### src/hdl/ersort_pkg.sv
package ersort_pkg;

  localparam int MAX_RECORDS = 64;
  localparam int SEQ_W = $clog2(MAX_RECORDS);
  localparam int COUNT_W = $clog2(MAX_RECORDS + 1);
  localparam int PHASE_W = $clog2(MAX_RECORDS);

  localparam int SHIFT_LONG = 22;
  localparam int SHIFT_HEAVY = 16;
  localparam int OVL_W = 32 - SHIFT_HEAVY;

  localparam logic [1:0] MODE_LABEL = 2'd0;
  localparam logic [1:0] MODE_LONG = 2'd1;
  localparam logic [1:0] MODE_HEAVY = 2'd2;
  localparam logic [1:0] MODE_NONE = 2'd3;

  typedef struct packed {
    logic [31:0] key_word;
    logic [31:0] second_word;
    logic [31:0] third_word;
    logic        is_last;
  } in_item_t;

  typedef struct packed {
    logic [31:0] out_key_word;
    logic [31:0] out_second_word;
    logic [31:0] out_third_word;
    logic        out_last;
    logic        overflow;
  } out_item_t;

  typedef struct packed {
    logic [31:0] key_word;
    logic [31:0] second_word;
    logic [31:0] third_word;
  } rec_t;

  typedef struct packed {
    logic             valid;
    logic [SEQ_W-1:0] seq;
    rec_t             rec;
  } cell_t;

  typedef enum logic [1:0] {
    SEL_HOLD,
    SEL_LO,
    SEL_HI
  } cell_sel_t;

  typedef enum logic [1:0] {
    ST_LOAD,
    ST_SORT,
    ST_DRAIN
  } state_t;

endpackage

### src/hdl/ersort_cmp.sv
module ersort_cmp
  import ersort_pkg::*;
(
  input  logic [1:0] mode,
  input  cell_t      lo,
  input  cell_t      hi,
  output logic       swap
);

  logic [OVL_W-1:0] lo_ovl;
  logic [OVL_W-1:0] hi_ovl;

  always_comb begin
    if (mode == MODE_LONG) begin
      lo_ovl = OVL_W'(lo.rec.third_word >> SHIFT_LONG);
      hi_ovl = OVL_W'(hi.rec.third_word >> SHIFT_LONG);
    end else begin
      lo_ovl = OVL_W'(lo.rec.third_word >> SHIFT_HEAVY);
      hi_ovl = OVL_W'(hi.rec.third_word >> SHIFT_HEAVY);
    end
  end

  // The lower cell is emitted first, so swap when it belongs strictly after its neighbor.
  // Arrival order breaks any tie left after the mode's compared fields, so records that compare equal keep their order.
  always_comb begin
    priority if (!(lo.valid && hi.valid)) begin
      swap = 1'b0;
    end else if (mode == MODE_NONE) begin
      swap = lo.seq > hi.seq;
    end else if (lo.rec.key_word != hi.rec.key_word) begin
      swap = lo.rec.key_word > hi.rec.key_word;
    end else if (mode == MODE_LABEL && lo.rec.second_word != hi.rec.second_word) begin
      swap = lo.rec.second_word > hi.rec.second_word;
    end else if (mode != MODE_LABEL && lo_ovl != hi_ovl) begin
      swap = lo_ovl < hi_ovl;
    end else begin
      swap = lo.seq > hi.seq;
    end
  end

endmodule
### config.mk
export PLATFORM = sky130hd
export DESIGN_NAME = ersort_cmp
export DESIGN_NICKNAME = d
export VERILOG_FILES = /design/src/hdl/ersort_pkg.sv /design/src/hdl/ersort_cmp.sv
export SDC_FILE = /design/constraint.sdc
export NUM_CORES = 1
export LEC_CHECK = 0
export ABC_CLOCK_PERIOD_IN_PS = 2900
export BUFFER_PORTS_ARGS = -buffer_cell sky130_fd_sc_hd__buf_2
export CORE_ASPECT_RATIO = 1.5
export CORE_MARGIN = 10
export CORE_UTILIZATION = 41
export DETAILED_ROUTE_END_ITERATION = 7
export PLACE_DENSITY = 0.94
export SYNTH_ARGS = -nofsm -noshare
export SYNTH_HDL_FRONTEND = slang
export SYNTH_SLANG_ARGS = --single-unit
### constraint.sdc
create_clock -name vclk -period 2.9
set_input_delay 0.29 -clock vclk [all_inputs]
set_output_delay 0.29 -clock vclk [all_outputs]
set_load 0.05 [all_outputs]
==> summary.txt <==
Route
  • DR vias/cell: 5.36
  • Vias: 3,190
  • DR pass1 iterations: 4
  • DR WL/cell: 17.1 um
  • Total Wirelength: 10.1 mm
  • Post-route ant nets: 0
  • DR DRC count: 0
  • Initial DRC Count: 61

Synth
  • Post-synthesis mux area share: 0.0894
  • Combinational family with the most area after synthesis: adder cells
  • Cell area after synthesis: 2490 um2
  • Yosys cell types: 42
  • Register area share after synthesis: 0
  • Xor/xnor cell area share of the yosys netlist: 0
  • Syn Area/Cell: 7.48 um2
  • Synthesis Warnings: 0
  • Compound-Gate Fraction of Synth Area: 0.162
  • Adder-Cell Fraction of Synth Area: 0.432
  • Syn Inst Count: 333
  • Post-synthesis simple-gate area fraction: 0.199
  • Net Count, Synth: 627

Placed design
  • Post-DP HPWL: 8.63 mm
  • Placed cells: 586
  • IO Port Bufs: 177
  • Placer Congestion: 0.838

Die
  • Starting Density: 0.425
  • Die extent in x: 83.7 um
  • Placeable Area: 5870 um2
  • Die area: 9660 um2
  • IO Pins: 209
  • Die H: 115 um
  • # rows: 34

Final layout
  • Clock buffers: 0
  • Most common cell after layout, fill and taps aside: buf_2
  • Syn-to-layout area delta: 56.5%
  • Most frequent cells in the layout: buf_2, ha_1, inv_1
  • Seq Cell Count: 0
  • Sequential cell area: 0 um2
  • Layout cell share with drive strength beyond 1: 0.447
  • N_diodes: 0
  • Final cell count without fillers: 595
  • Layout Nets: 819

GRT
  • Total global routing track utilization: 0.189
  • Congestion Overflow GR: 0
  • Vias in the first global route: 3,603
  • Initial antenna violation count: 0
  • Largest net degree at the start of global routing: 7
  • Global-route wire length before repair: 15.7 mm

Setup path
  • CP startpoint: mode[1]
  • CP Class: primary input to primary output
  • CP startpoint kind: primary input
  • Worst endpoint required time: 2610 ps
  • WP data arrival: 2650 ps
  • CP Capture Type: primary output
  • CP max FO: 6

Outcome
  • Violated checks: negative setup slack
  • Status: finished with violations

Pwr
  • Total Power: 0.565 mW
  • Worst IR drop on VDD: 0.0670 mV
  • Total leakage power: 2.32 nW
  • Power density cells: 145 nW/um2

STA
  • Slew HR: 0.679
  • Final setup fails: 1
  • Unrepaired setup endpoints after global routing: true
  • Crit path time final: 2940 ps
  • Final worst-path cycle share: 1.01
  • Worst Tran Pin Value: 477 ps
  • Final hold vios: 0
  • Max Clk Rate: 340 MHz
  • Slew Limit Fails: 0
  • Worst Setup Slack, final: -42.9 ps

Worst hold path
  • Min-delay src: lo[102]
  • Hold crit path type: primary input to primary output

Clock tree
  • # hold bufs at CTS: 0

Flow run
  • Max-cap viol count: 0
==> through the flow <==
stage,setup slack [ps],area [um2],hold slack (ps),setup TNS (ps),util
2_1_floorplan,0.0326,2510,877,0,-
3_3_place_gp,-120,3530,1190,-120,0.601
3_5_place_dp,-158,3530,1190,-158,0.601
4_1_cts,1.94,3890,1130,0,0.662
5_1_grt,-110,3900,1180,-110,0.665
6_report,-42.9,3900,1130,-42.9,0.665
==> Yosys cell counts (all sizes together) <==
| master | instances | share of area |
|---|---|---|
| ha | 86 | 0.43 |
| mux2i | 11 | 0.044 |
| o32a | 1 | 0.0040 |
| nor2b | 2 | 0.0050 |
| and4 | 3 | 0.011 |
| o22ai | 1 | 0.0025 |
| nor3b | 1 | 0.0030 |
| a31o | 1 | 0.0035 |
| or2 | 2 | 0.0060 |
| nor2 | 5 | 0.0075 |
| nor4 | 4 | 0.021 |
| a221oi | 2 | 0.0070 |
| buf | 2 | 0.0040 |
| o31ai | 1 | 0.0030 |
| nand3 | 12 | 0.024 |
| inv | 74 | 0.11 |
| nand2b | 4 | 0.010 |
| a211oi | 2 | 0.0080 |
| o311a | 1 | 0.0040 |
| clkbuf | 2 | 0.0030 |
| a21oi | 33 | 0.066 |
| a2111oi | 1 | 0.0040 |
| a21boi | 3 | 0.0090 |
| nand4 | 16 | 0.043 |
| nor4b | 1 | 0.0060 |
| a221o | 2 | 0.0080 |
| and2 | 6 | 0.015 |
| nand2 | 23 | 0.035 |
| a21o | 4 | 0.012 |
| mux2 | 10 | 0.045 |
| a311oi | 1 | 0.0035 |
| nor3 | 4 | 0.0080 |
| o31a | 1 | 0.0035 |
| and4bb | 1 | 0.0050 |
| o211ai | 3 | 0.0090 |
| o21ai | 7 | 0.014 |
==> logic make-up (layout without fill, tap and decap cells) <==
group                    count (synthesis)  after routing
adder cells (fa/ha/maj)                 86             86
AND/OR/NAND/NOR                         84             84
buffers and inverters                   78            268
AO/OA/AOI/OAI                           64             64
multiplexers                            21             21
==> power by group <==
group / internal, mW / total, mW / switching [mW]
logic: 0.298 / 0.565 / 0.267
clock network: 0 / 0 / 0
registers: 0 / 0 / 0
total: 0.298 / 0.565 / 0.267
==> metal layers <==
metal / up-vias / track usage / part of all wire
li1: 1574 / - / -
met5: - / 0 / 0
met3: 40 / 0.0534 / 0.084
met4: 0 / 0.0773 / 0.045
met2: 170 / 0.382 / 0.53
met1: 1406 / 0.171 / 0.34
==> cell type report <==
cell class                      instances  area (um2)
Inverter                               74         278
Tap cell                               72        90.1
Timing Repair Buffer                  194        1120
Fill cell                             465        1970
Multi-Input combinational cell        255        2410
==> worst max-delay path, cell delays in order <==
cell and delay, ps:
buf_2 110, nand2b_4 180, buf_12 160, buf_6 120, and2_4 160, ha_4 260, nand4_1 110, buf_4 170
nor4_4 310, inv_1 90, o22ai_2 130, mux2i_2 300, a211oi_4 90, buf_6 170
==> path summary, 6_finish.rpt <==
kind / endpoint / slack, ps / cells after the start
max: swap / -40 / 14
min: swap / 1130 / 5
==> repair_timing <==
item | in CTS | in global routing
endpoints found under the setup margin | 1 | 1
buffers inserted | 5 | 1
resized for setup | 41 | 2
pin swaps | 18 | 7
gates cloned | 3 | 0
Note: power is estimated with default switching activity, not from simulation.
