<file path="config.mk">
export PLATFORM = sky130hd
export DESIGN_NAME = ersort_cell
export DESIGN_NICKNAME = d
export VERILOG_FILES = /design/src/hdl/ersort_pkg.sv /design/src/hdl/ersort_cell.sv
export SDC_FILE = /design/constraint.sdc
export NUM_CORES = 1
export LEC_CHECK = 0
export BUFFER_PORTS_ARGS = -buffer_cell sky130_fd_sc_hd__buf_2
export CORE_AREA = 8 8 116 118
export CTS_CLUSTER_DIAMETER = 150
export DETAILED_ROUTE_END_ITERATION = 7
export DIE_AREA = 0 0 124 126
export PLACE_DENSITY = 0.83
export SYNTH_ARGS = -nofsm -noshare
export SYNTH_HDL_FRONTEND = slang
export SYNTH_SLANG_ARGS = --single-unit
</file>
<file path="constraint.sdc">
create_clock -name clk -period 4.35 [get_ports clk]
set_input_delay 0.435 -clock clk [delete_from_list [all_inputs] [get_ports clk]]
set_output_delay 0.435 -clock clk [all_outputs]
set_load 0.01 [all_outputs]
</file>
<file path="src/hdl/ersort_pkg.sv">
package ersort_pkg;

  localparam int MAX_RECORDS = 64;
  localparam int SEQ_W = $clog2(MAX_RECORDS);
  localparam int COUNT_W = $clog2(MAX_RECORDS + 1);
  localparam int PHASE_W = $clog2(MAX_RECORDS);

  localparam int SHIFT_LONG = 22;
  localparam int SHIFT_HEAVY = 16;
  localparam int OVL_W = 32 - SHIFT_HEAVY;

  localparam logic [1:0] MODE_LABEL = 2'd0;
  localparam logic [1:0] MODE_LONG = 2'd1;
  localparam logic [1:0] MODE_HEAVY = 2'd2;
  localparam logic [1:0] MODE_NONE = 2'd3;

  typedef struct packed {
    logic [31:0] key_word;
    logic [31:0] second_word;
    logic [31:0] third_word;
    logic        is_last;
  } in_item_t;

  typedef struct packed {
    logic [31:0] out_key_word;
    logic [31:0] out_second_word;
    logic [31:0] out_third_word;
    logic        out_last;
    logic        overflow;
  } out_item_t;

  typedef struct packed {
    logic [31:0] key_word;
    logic [31:0] second_word;
    logic [31:0] third_word;
  } rec_t;

  typedef struct packed {
    logic             valid;
    logic [SEQ_W-1:0] seq;
    rec_t             rec;
  } cell_t;

  typedef enum logic [1:0] {
    SEL_HOLD,
    SEL_LO,
    SEL_HI
  } cell_sel_t;

  typedef enum logic [1:0] {
    ST_LOAD,
    ST_SORT,
    ST_DRAIN
  } state_t;

endpackage

</file>
<file path="src/hdl/ersort_cell.sv">
module ersort_cell
  import ersort_pkg::*;
(
  input  logic      clk,
  input  logic      rst,
  input  cell_sel_t sel,
  input  cell_t     from_lo,
  input  cell_t     from_hi,
  output cell_t     cur
);

  cell_t cur_next;

  always_comb begin
    unique case (sel)
      SEL_LO:   cur_next = from_lo;
      SEL_HI:   cur_next = from_hi;
      default:  cur_next = cur;
    endcase
  end

  always_ff @(posedge clk) begin
    cur.seq <= cur_next.seq;
    cur.rec <= cur_next.rec;
    if (rst) begin
      cur.valid <= 1'b0;
    end else begin
      cur.valid <= cur_next.valid;
    end
  end

endmodule

</file>
==> reports/metrics.csv, run 1 <==
stage,metric,value,unit
sta,Final Cycle Share,0.480,
global_routing,met3 GRT Util,0.0737,
global_routing,GR peak layer,met2,
detailed_routing,"wirelength, routed",13300,um
synth,Synth cell types,11,
clocking,# hold bufs at CTS,0,
floorplan,Initial Util,0.374,
critical_path,Crit Path Class,in2reg,
pwr,Cell Pwr Density,409,nW/um^2
sta,Worst Skew,0,ns
critical_path,crit path DAT,2.17,ns
global_routing,M1 GR Usage,0.157,
global_routing,GRT Residual Overflow,0,
pwr,Flop pwr share,0.498,
finish,Top reg by flops,cur,
sta,final setup vio count,0,
placed_design,number of I/O port buffers,312,
sta,hold slack,0.265,ns
clocking,buffer levels on the longest clock path,2,
detailed_routing,Vias/cell,4.61,
synth,post-synthesis sequential element count,103,
global_routing,vias in the first global route,3684,
synth,register area share after synthesis,0.704,
global_routing,met2 Usage GRT,0.281,
finish,fin nets,748,
flow_run,Max Cap Viol,0,
synth,Post-Syn Area,4380,sq um
finish,layout cells sized above 1,0.801,
sta,RSZ-0062 raised after global routing,false,
floorplan,Core Region,11700,sq um
floorplan,I/O pin count,313,
floorplan,Rows,40,
synth,Mean Syn Cell Area,19.7,sq um
pwr,Net Sw Frac,0.236,
floorplan,die area,15600,sq um
finish,top flop regs,cur: 103 flops,
finish,Synth-to-Final Area Change,45.7,%
pwr,leakage power,2.81,nW
sta,setup TNS,0,ns
critical_path,CP endpoint kind,register,
sta,Max Fclk,479,MHz
synth,Syn Nets,433,
critical_path,Worst R2R End,cur[102],
finish,most frequent cells in the layout,"buf_2 (312), mux2_2 (102), edfxtp_1 (102), clkbuf_16 (9)",
pwr,Gate power share,0.180,
hold_path,Hold Path End,cur[102],
pwr,NetSw,0.616,mW
critical_path,worst path required time,4.43,ns
critical_path,RR Startpoint,cur[102],
detailed_routing,DRC errors left,0,
placed_design,post-placement cell area,6060,sq um
floorplan,die width,124,um
synth,Synth warnings,0,
detailed_routing,drt pass-1 iters,4,
clocking,Root Buffer,clkbuf_16,
critical_path,Register-to-Register Setup Slack,3.66,ns
critical_path,Worst Setup SP,sel[0],
detailed_routing,Routed Antenna Nets,0,
sta,Worst-Margin Slew,1.16,ns
synth,Mapped Cells,222,
hold_path,Min-Delay Path Class,in2reg,
critical_path,Crit Path Max Fanout,75,
clocking,Post CTS Setup Buffer Count,0,
clocking,Clock Latency Late Sink,0.33,ns
pwr,Clock Power Share,0.322,
clocking,CTS buffer count,9,
finish,design area,6380,sq um
clocking,H-tree Lvls,3,
global_routing,GRT Total Usage,0.161,
sta,Max Slew Vio Count,0,
critical_path,Setup crit start kind,input pin,
global_routing,initial antenna violation count,2,
global_routing,pin count of the biggest net entering global routing,95,
detailed_routing,drt wl/cell,19.2,um
clocking,Worst-path clk slew,0.06,ns
finish,"most common cell after layout, fill and taps aside",buf_2,
floorplan,Die Ht,126,um
clocking,clk sinks,103,
global_routing,first-pass GRT wire length,19100,um
clocking,CTS tree,done,
outcome,status,"complete, no violations",
clocking,post-cts sizing count,0,
placed_design,Final GP Congestion,0.792,
pwr,"IR drop worst, VDD",0.210,mV
pwr,cell-internal power,1.99,mW
hold_path,worst hold start,rst,
hold_path,hold depth,2,
sta,max_slew headroom,0.229,
placed_design,DPL Wire Length,10900,um
finish,Largest register FFs,103,
detailed_routing,initial DRC count,150,
sta,final hold violation count,0,
sta,final worst path period need,2.09,ns
detailed_routing,via count,3183,
critical_path,reg2reg path depth,2,
metal layers:
layer  vias up  share of wire
met3        17           0.15
met1      1456           0.33
li1       1503              -
met5         -              0
met2       207           0.50
met4         0          0.020
layout make-up:
| class | instances | area [sq um] |
|---|---|---|
| multi-input combinational | 106 | 1200 |
| antenna | 2 | 5.00 |
| clock buffer | 9 | 225 |
| timing repair buffer | 315 | 1580 |
| tap | 147 | 184 |
| fill | 957 | 5340 |
| clock inverter | 7 | 87.6 |
| inverter | 2 | 10.0 |
| sequential | 103 | 3080 |
power by group through the flow:
| stage | clock (mW) | combinational, mW | sequential, mW |
|---|---|---|---|
| after floorplan | 0 | 0.128 | 1.41 |
| after global placement | 0 | 0.467 | 1.32 |
| after detailed placement | 0 | 0.478 | 1.32 |
| after CTS | 0.860 | 0.480 | 1.30 |
| after global routing | 0.893 | 0.508 | 1.31 |
| final | 0.839 | 0.470 | 1.30 |
synthesized netlist by cell type:
cell      number  area [sq um]
buf_2          3          15.0
inv_1          2          7.51
buf_4          1          7.51
mux2_2       102          1150
a211oi_1       1          7.51
dfxtp_1        1          20.0
mux2i_1        1          10.0
buf_6          7          78.8
ha_1           1          12.5
edfxtp_1     102          3060
nor2b_1        1          6.26
worst max-delay path by stage:
stage / end / depth (start not counted)
2_1_floorplan: cur[0] / 3
3_3_place_gp: cur[58] / 5
3_5_place_dp: cur[56] / 5
4_1_cts: cur[58] / 5
5_1_grt: cur[57] / 5
6_report: cur[57] / 5
per-stage QoR:
stage	setup WS, ns	total power [mW]	utilization	cells
2_1_floorplan	1.14	1.53	-	222
3_3_place_gp	1.99	1.78	0.517	673
3_5_place_dp	1.92	1.80	0.517	673
4_1_cts	2.28	2.64	0.544	689
5_1_grt	2.15	2.71	0.544	691
6_report	2.26	2.61	0.544	691
worst max-delay path: stages:
cell and delay, ns:
buf_2 0.09, inv_1 0.08, ha_4 0.78, buf_4 0.38, mux2_2 0.37
cells by family after synthesis:
logic type               share of synthesized area
AO/OA/AOI/OAI                              0.00172
adder cells (fa/ha/maj)                    0.00286
flip-flops                                   0.704
multiplexers                                 0.265
AND/OR/NAND/NOR                            0.00143
buffers and inverters                       0.0249
No activity file was read; power rests on OpenSTA's default activity.
==> run 2, diff against run 1 <==
--- a/config.mk
+++ b/config.mk
@@ -6,11 +6,11 @@
 export NUM_CORES = 1
 export LEC_CHECK = 0
 export BUFFER_PORTS_ARGS = -buffer_cell sky130_fd_sc_hd__buf_2
-export CORE_AREA = 8 8 116 118
+export CORE_MARGIN = 8
+export CORE_UTILIZATION = 37
 export CTS_CLUSTER_DIAMETER = 150
 export DETAILED_ROUTE_END_ITERATION = 7
-export DIE_AREA = 0 0 124 126
-export PLACE_DENSITY = 0.83
+export PLACE_DENSITY = 0.85
 export SYNTH_ARGS = -nofsm -noshare
 export SYNTH_HDL_FRONTEND = slang
 export SYNTH_SLANG_ARGS = --single-unit
==> constraint.sdc (replaced) <==
create_clock -name clk -period 1.79 [get_ports clk]
set_input_delay 0.179 -clock clk [delete_from_list [all_inputs] [get_ports clk]]
set_output_delay 0.179 -clock clk [all_outputs]
set_load 0.01 [all_outputs]
==> run 2 against run 1 <==
Compared with the run above:
- total power increased by 130%
- worst setup slack got worse by 1.6 ns
- via count increased by 0.35%
- non-clock buffer count increased by 2
- critical path depth unchanged
- sequential cell count unchanged
- sequential share of layout area decreased by 0.20 points
- first-iteration DRC count decreased by 9.3%
- die area decreased by 0.38%
- count of clock-buffer cells in the layout increased by 6
- worst hold slack got worse by 0.12 ns
- cell count decreased by 0.58%
- largest cell class unchanged
- largest power group unchanged
- highest routed layer unchanged
==> reports/metrics.csv, run 2 (synthesized netlist as in run 1, its figures left out) <==
stage,metric,value,unit
sta,setup TNS,0,ns
global_routing,pin count of the biggest net entering global routing,63,
pwr,"IR drop worst, VDD",0.587,mV
sta,final hold violation count,0,
clocking,# hold bufs at CTS,1,
finish,post-route insts no fill,687,
placed_design,placed insts,670,
floorplan,die width,125,um
pwr,Net Sw Frac,0.239,
detailed_routing,via count,3194,
global_routing,first-pass GRT wire length,20200,um
detailed_routing,"wirelength, routed",13000,um
global_routing,initial antenna violation count,0,
finish,design area,6400,sq um
pwr,leakage power,2.81,nW
finish,top flop regs,cur: 103 flops,
critical_path,Crit Path Max Fanout,54,
finish,layout cells sized above 1,0.796,
critical_path,worst path required time,1.87,ns
finish,fin nets,750,
critical_path,Worst Setup SP,sel[0],
finish,most frequent cells in the layout,"buf_2 (312), mux2_2 (102), edfxtp_1 (102), clkbuf_16 (9)",
clocking,Clock Latency Late Sink,0.33,ns
finish,antenna cells,0,
placed_design,DPL Wire Length,10600,um
floorplan,Rows,39,
floorplan,Initial Util,0.382,
clocking,buffer levels on the longest clock path,2,
detailed_routing,DRC errors left,0,
critical_path,Worst R2R End,cur[102],
detailed_routing,Routed Antenna Nets,0,
clocking,CTS buffer count,9,
pwr,cell-internal power,4.66,mW
critical_path,Register-to-Register Setup Slack,1.11,ns
finish,Top reg by flops,cur,
placed_design,Final GP Congestion,0.777,
pwr,NetSw,1.47,mW
flow_run,Max Cap Viol,0,
pwr,Cell Pwr Density,957,nW/um^2
hold_path,Min-Delay Path Class,in2reg,
floorplan,Die Ht,125,um
sta,Max Slew Vio Count,0,
floorplan,Core Region,11500,sq um
pwr,Clock Power Share,0.295,
pwr,Flop pwr share,0.515,
floorplan,I/O pin count,313,
detailed_routing,initial DRC count,136,
sta,Max Fclk,900,MHz
finish,Synth-to-Final Area Change,46.3,%
critical_path,crit path DAT,1.20,ns
clocking,clk sinks,103,
sta,Worst-Margin Slew,0.341,ns
global_routing,GRT Residual Overflow,0,
finish,Largest register FFs,103,
critical_path,CP endpoint kind,register,
outcome,status,"complete, no violations",
global_routing,GRT Total Usage,0.165,
sta,RSZ-0062 raised after global routing,false,
pwr,Gate power share,0.190,
clocking,Post CTS Setup Buffer Count,0,
detailed_routing,Vias/cell,4.65,
critical_path,Setup crit start kind,input pin,
global_routing,vias in the first global route,3767,
detailed_routing,drt wl/cell,19.0,um
critical_path,reg2reg path depth,2,
clocking,CTS tree,done,
detailed_routing,drt pass-1 iters,4,
clocking,Root Buffer,clkbuf_16,
hold_path,worst hold start,from_hi[71],
critical_path,Critical Path End,cur[77],
sta,Final Cycle Share,0.621,
placed_design,number of I/O port buffers,312,
clocking,H-tree Lvls,3,
sta,Worst Skew,0,ns
clocking,Worst-path clk slew,0.06,ns
critical_path,Crit Path Class,in2reg,
finish,"most common cell after layout, fill and taps aside",buf_2,
floorplan,die area,15600,sq um
sta,final setup vio count,0,
sta,max_slew headroom,0.773,
placed_design,post-placement cell area,6120,sq um
clocking,post-cts sizing count,0,
critical_path,RR Startpoint,cur[102],
sta,final worst path period need,1.11,ns
-- run 2: changes by cell type in the layout (fill, tap and decap cells not counted), sizes merged --
cell / delta
clkinv: -4
bufinv: -2
diode: -2
dlygate4sd3: +1
clkinvlp: +1
clkbuf: +6
inv: -1
buf: +1
-- run 2: stage by stage --
stage               total power, mW  hold WS [ns]  utilization  setup WS, ns
finish                         6.13         0.141        0.558         0.678
detailed placement             4.40         0.353        0.534         0.331
global placement               4.35         0.339        0.534         0.369
CTS                            6.24         0.118        0.558         0.648
floorplan                      3.73         0.252            -        -0.547
global route                   6.42         0.124        0.558         0.645
-- run 2: cell type report --
cell class	instances	area [sq um]
flip-flops and latches	103	3080
inverters	2	18.8
clock inverters	1	5.00
multi-input cells	106	1200
repair buffers	317	1650
well taps	143	179
fillers	920	5060
clock buffers	15	268
-- run 2: critical path: stages --
cell,delay (ns)
buf_2,0.13
inv_8,0.05
ha_4,0.14
buf_12,0.26
mux2_2,0.39
-- run 2: worst min path at each step --
stage / endpoint / slack (ns) / cells after the start
finish: cur[71] / 0.14 / 2
global placement: cur[102] / 0.34 / 2
detailed placement: cur[102] / 0.35 / 2
floorplan: cur[102] / 0.25 / 1
CTS: cur[84] / 0.12 / 2
global route: cur[35] / 0.12 / 2
-- run 2: metal layers --
| layer | global-route usage | wire length (um) | up-vias |
|---|---|---|---|
| met5 | 0 | 0 | - |
| met4 | 0.0730 | 253 | 0 |
| met3 | 0.0813 | 1490 | 17 |
| met2 | 0.306 | 7100 | 173 |
| met1 | 0.146 | 4190 | 1497 |
| li1 | - | - | 1507 |
-- run 2: power groups by stage --
stage                     registers, mW  clock network (mW)  logic [mW]
after floorplan                    3.41                   0       0.318
after detailed placement           3.21                   0        1.19
final                              3.15                1.81        1.16
after global placement             3.19                   0        1.16
after CTS                          3.16                1.89        1.19
after global routing               3.18                1.98        1.26
==> run 3, diff against run 2 <==
==> constraint.sdc (replaced) <==
create_clock -name clk -period 1 [get_ports clk]
set_input_delay 0.1 -clock clk [delete_from_list [all_inputs] [get_ports clk]]
set_output_delay 0.1 -clock clk [all_outputs]
set_load 0.01 [all_outputs]
==> run 3 against run 2 <==
Compared with the run above:
- the flow now finishes with violations (negative setup slack)
- via count grew 1.7%
- sequential power grew 79%
- clock skew is the same
- routed wire length grew 3.5%
- clock power grew 99%
- cell area grew 6.0%
- combinational power grew 100%
- non-clock buffer count grew 8
- critical path depth is the same
- core utilization grew 3.3 points
- count of clock-buffer cells in the layout shrank 6
- critical path type unchanged
- highest routed layer unchanged
==> reports/metrics.csv, run 3 (synthesized netlist as in run 1, its figures left out) <==
stage,metric,value,unit
floorplan,Initial Util,0.382,
finish,fin nets,758,
outcome,violated checks,negative setup slack,
clocking,CTS tree,done,
critical_path,Crit Path Class,in2reg,
critical_path,Crit Path Max Fanout,52,
finish,most frequent cells in the layout,"buf_2 (310), edfxtp_1 (102), mux2_4 (72), mux2_2 (30), clkbuf_16 (9)",
floorplan,die width,125,um
global_routing,initial antenna violation count,0,
finish,Synth-to-Final Area Change,55.0,%
floorplan,Die Ht,125,um
finish,layout cells sized above 1,0.802,
critical_path,Setup crit start kind,input pin,
sta,Worst-Margin Slew,0.341,ns
pwr,Cell Pwr Density,1700,nW/um^2
sta,Max Fclk,985,MHz
sta,setup TNS,-0.109,ns
detailed_routing,"wirelength, routed",13500,um
detailed_routing,Routed Antenna Nets,0,
finish,Largest register FFs,103,
flow_run,Max Cap Viol,0,
detailed_routing,DRC errors left,0,
finish,"most common cell after layout, fill and taps aside",buf_2,
finish,antenna cells,0,
detailed_routing,via count,3248,
clocking,Worst-path clk slew,0.07,ns
critical_path,crit path DAT,1.10,ns
critical_path,Register-to-Register Setup Slack,0.30,ns
sta,final worst path period need,1.02,ns
sta,final hold violation count,0,
floorplan,Rows,39,
finish,top flop regs,cur: 103 flops,
sta,RSZ-0062 raised after global routing,true,
critical_path,CP endpoint kind,register,
detailed_routing,drt wl/cell,19.5,um
critical_path,reg2reg path depth,2,
sta,Final WS setup,-0.0151,ns
global_routing,first-pass GRT wire length,20900,um
critical_path,worst path required time,1.08,ns
finish,Top reg by flops,cur,
clocking,CTS buffer count,9,
clocking,Root Buffer,clkbuf_16,
detailed_routing,Vias/cell,4.69,
global_routing,GRT Total Usage,0.169,
detailed_routing,drt pass-1 iters,4,
sta,hold slack,0.0576,ns
pwr,"IR drop worst, VDD",0.904,mV
sta,Worst Skew,0,ns
hold_path,hold depth,2,
clocking,Clock Latency Late Sink,0.33,ns
global_routing,vias in the first global route,3829,
pwr,leakage power,3.14,nW
sta,Final Cycle Share,1.02,
clocking,buffer levels on the longest clock path,2,
floorplan,Core Region,11500,sq um
clocking,H-tree Lvls,3,
global_routing,pin count of the biggest net entering global routing,53,
pwr,Tot Pwr,11.5,mW
clocking,clk sinks,103,
sta,Max Slew Vio Count,0,
sta,final setup vio count,21,
hold_path,Min-Delay Path Class,in2reg,
floorplan,die area,15600,sq um
finish,# fillers,897,
placed_design,DPL Wire Length,11100,um
clocking,Post CTS Setup Buffer Count,0,
finish,design area,6790,sq um
placed_design,Final GP Congestion,0.775,
placed_design,number of I/O port buffers,312,
floorplan,I/O pin count,313,
global_routing,GRT Residual Overflow,0,
sta,max_slew headroom,0.772,
placed_design,post-placement cell area,6460,sq um
detailed_routing,initial DRC count,124,
outcome,status,finished with violations,
==> run 3: cell count changes in the layout (fill, tap and decap cells not counted), moves of 4 or more <==
| cell | previous run | this run |
|---|---|---|
| mux2_4 | 0 | 72 |
| mux2_2 | 102 | 30 |
| buf_4 | 0 | 7 |
| clkbuf_1 | 4 | 0 |
==> run 3: metal layers <==
metal,vias to the layer above,GRT usage,routed length (um)
met1,1515,0.171,4820
met3,20,0.0651,1290
met5,-,0,0
met4,0,0.0716,253
li1,1514,-,-
met2,199,0.305,7130
==> run 3: where the power goes <==
part           total (mW)  switching (mW)  internal [mW]
clock                3.60            1.45           2.15
sequential           5.63           0.152           5.48
combinational        2.32            1.12           1.20
total                11.5            2.71           8.83
==> run 3: critical path, cell delays in order <==
cell,delay [ns]
buf_6,0.11
inv_8,0.04
ha_4,0.14
buf_12,0.29
mux2_2,0.38
==> run 3: path summary, 6_finish.rpt <==
kind / from / endpoint
worst min register to register: cur[102] / cur[102]
worst max register to register: cur[102] / cur[102]
worst max-delay path: sel[0] / cur[24]
worst min-delay path: from_hi[100] / cur[100]
==> run 3: stage by stage <==
| stage | setup slack [ns] | util | instances |
|---|---|---|---|
| after floorplan | -1.26 | - | 222 |
| after global placement | -0.368 | 0.564 | 678 |
| after global routing | -0.0426 | 0.592 | 693 |
| after CTS | -0.0216 | 0.591 | 693 |
| final | -0.0151 | 0.592 | 693 |
| after detailed placement | -0.419 | 0.564 | 678 |
==> run 3: layout make-up <==
type | instances | area, sq um | share of cell area
clock buffer | 9 | 225 | 0.0332
clock inverter | 5 | 75.1 | 0.0111
inverter | 2 | 18.8 | 0.00277
multi-input combinational | 106 | 1470 | 0.216
sequential | 103 | 3080 | 0.454
tap | 143 | 179 | 0.0264
timing repair buffer | 325 | 1740 | 0.256
==> run 3: timing repair <==
item,4_1_cts,5_1_grt
resized for setup,2,1
endpoints found under the setup margin,62,49
hold buffers,1,0
pin swaps,0,0
endpoints found under the hold margin,1,0
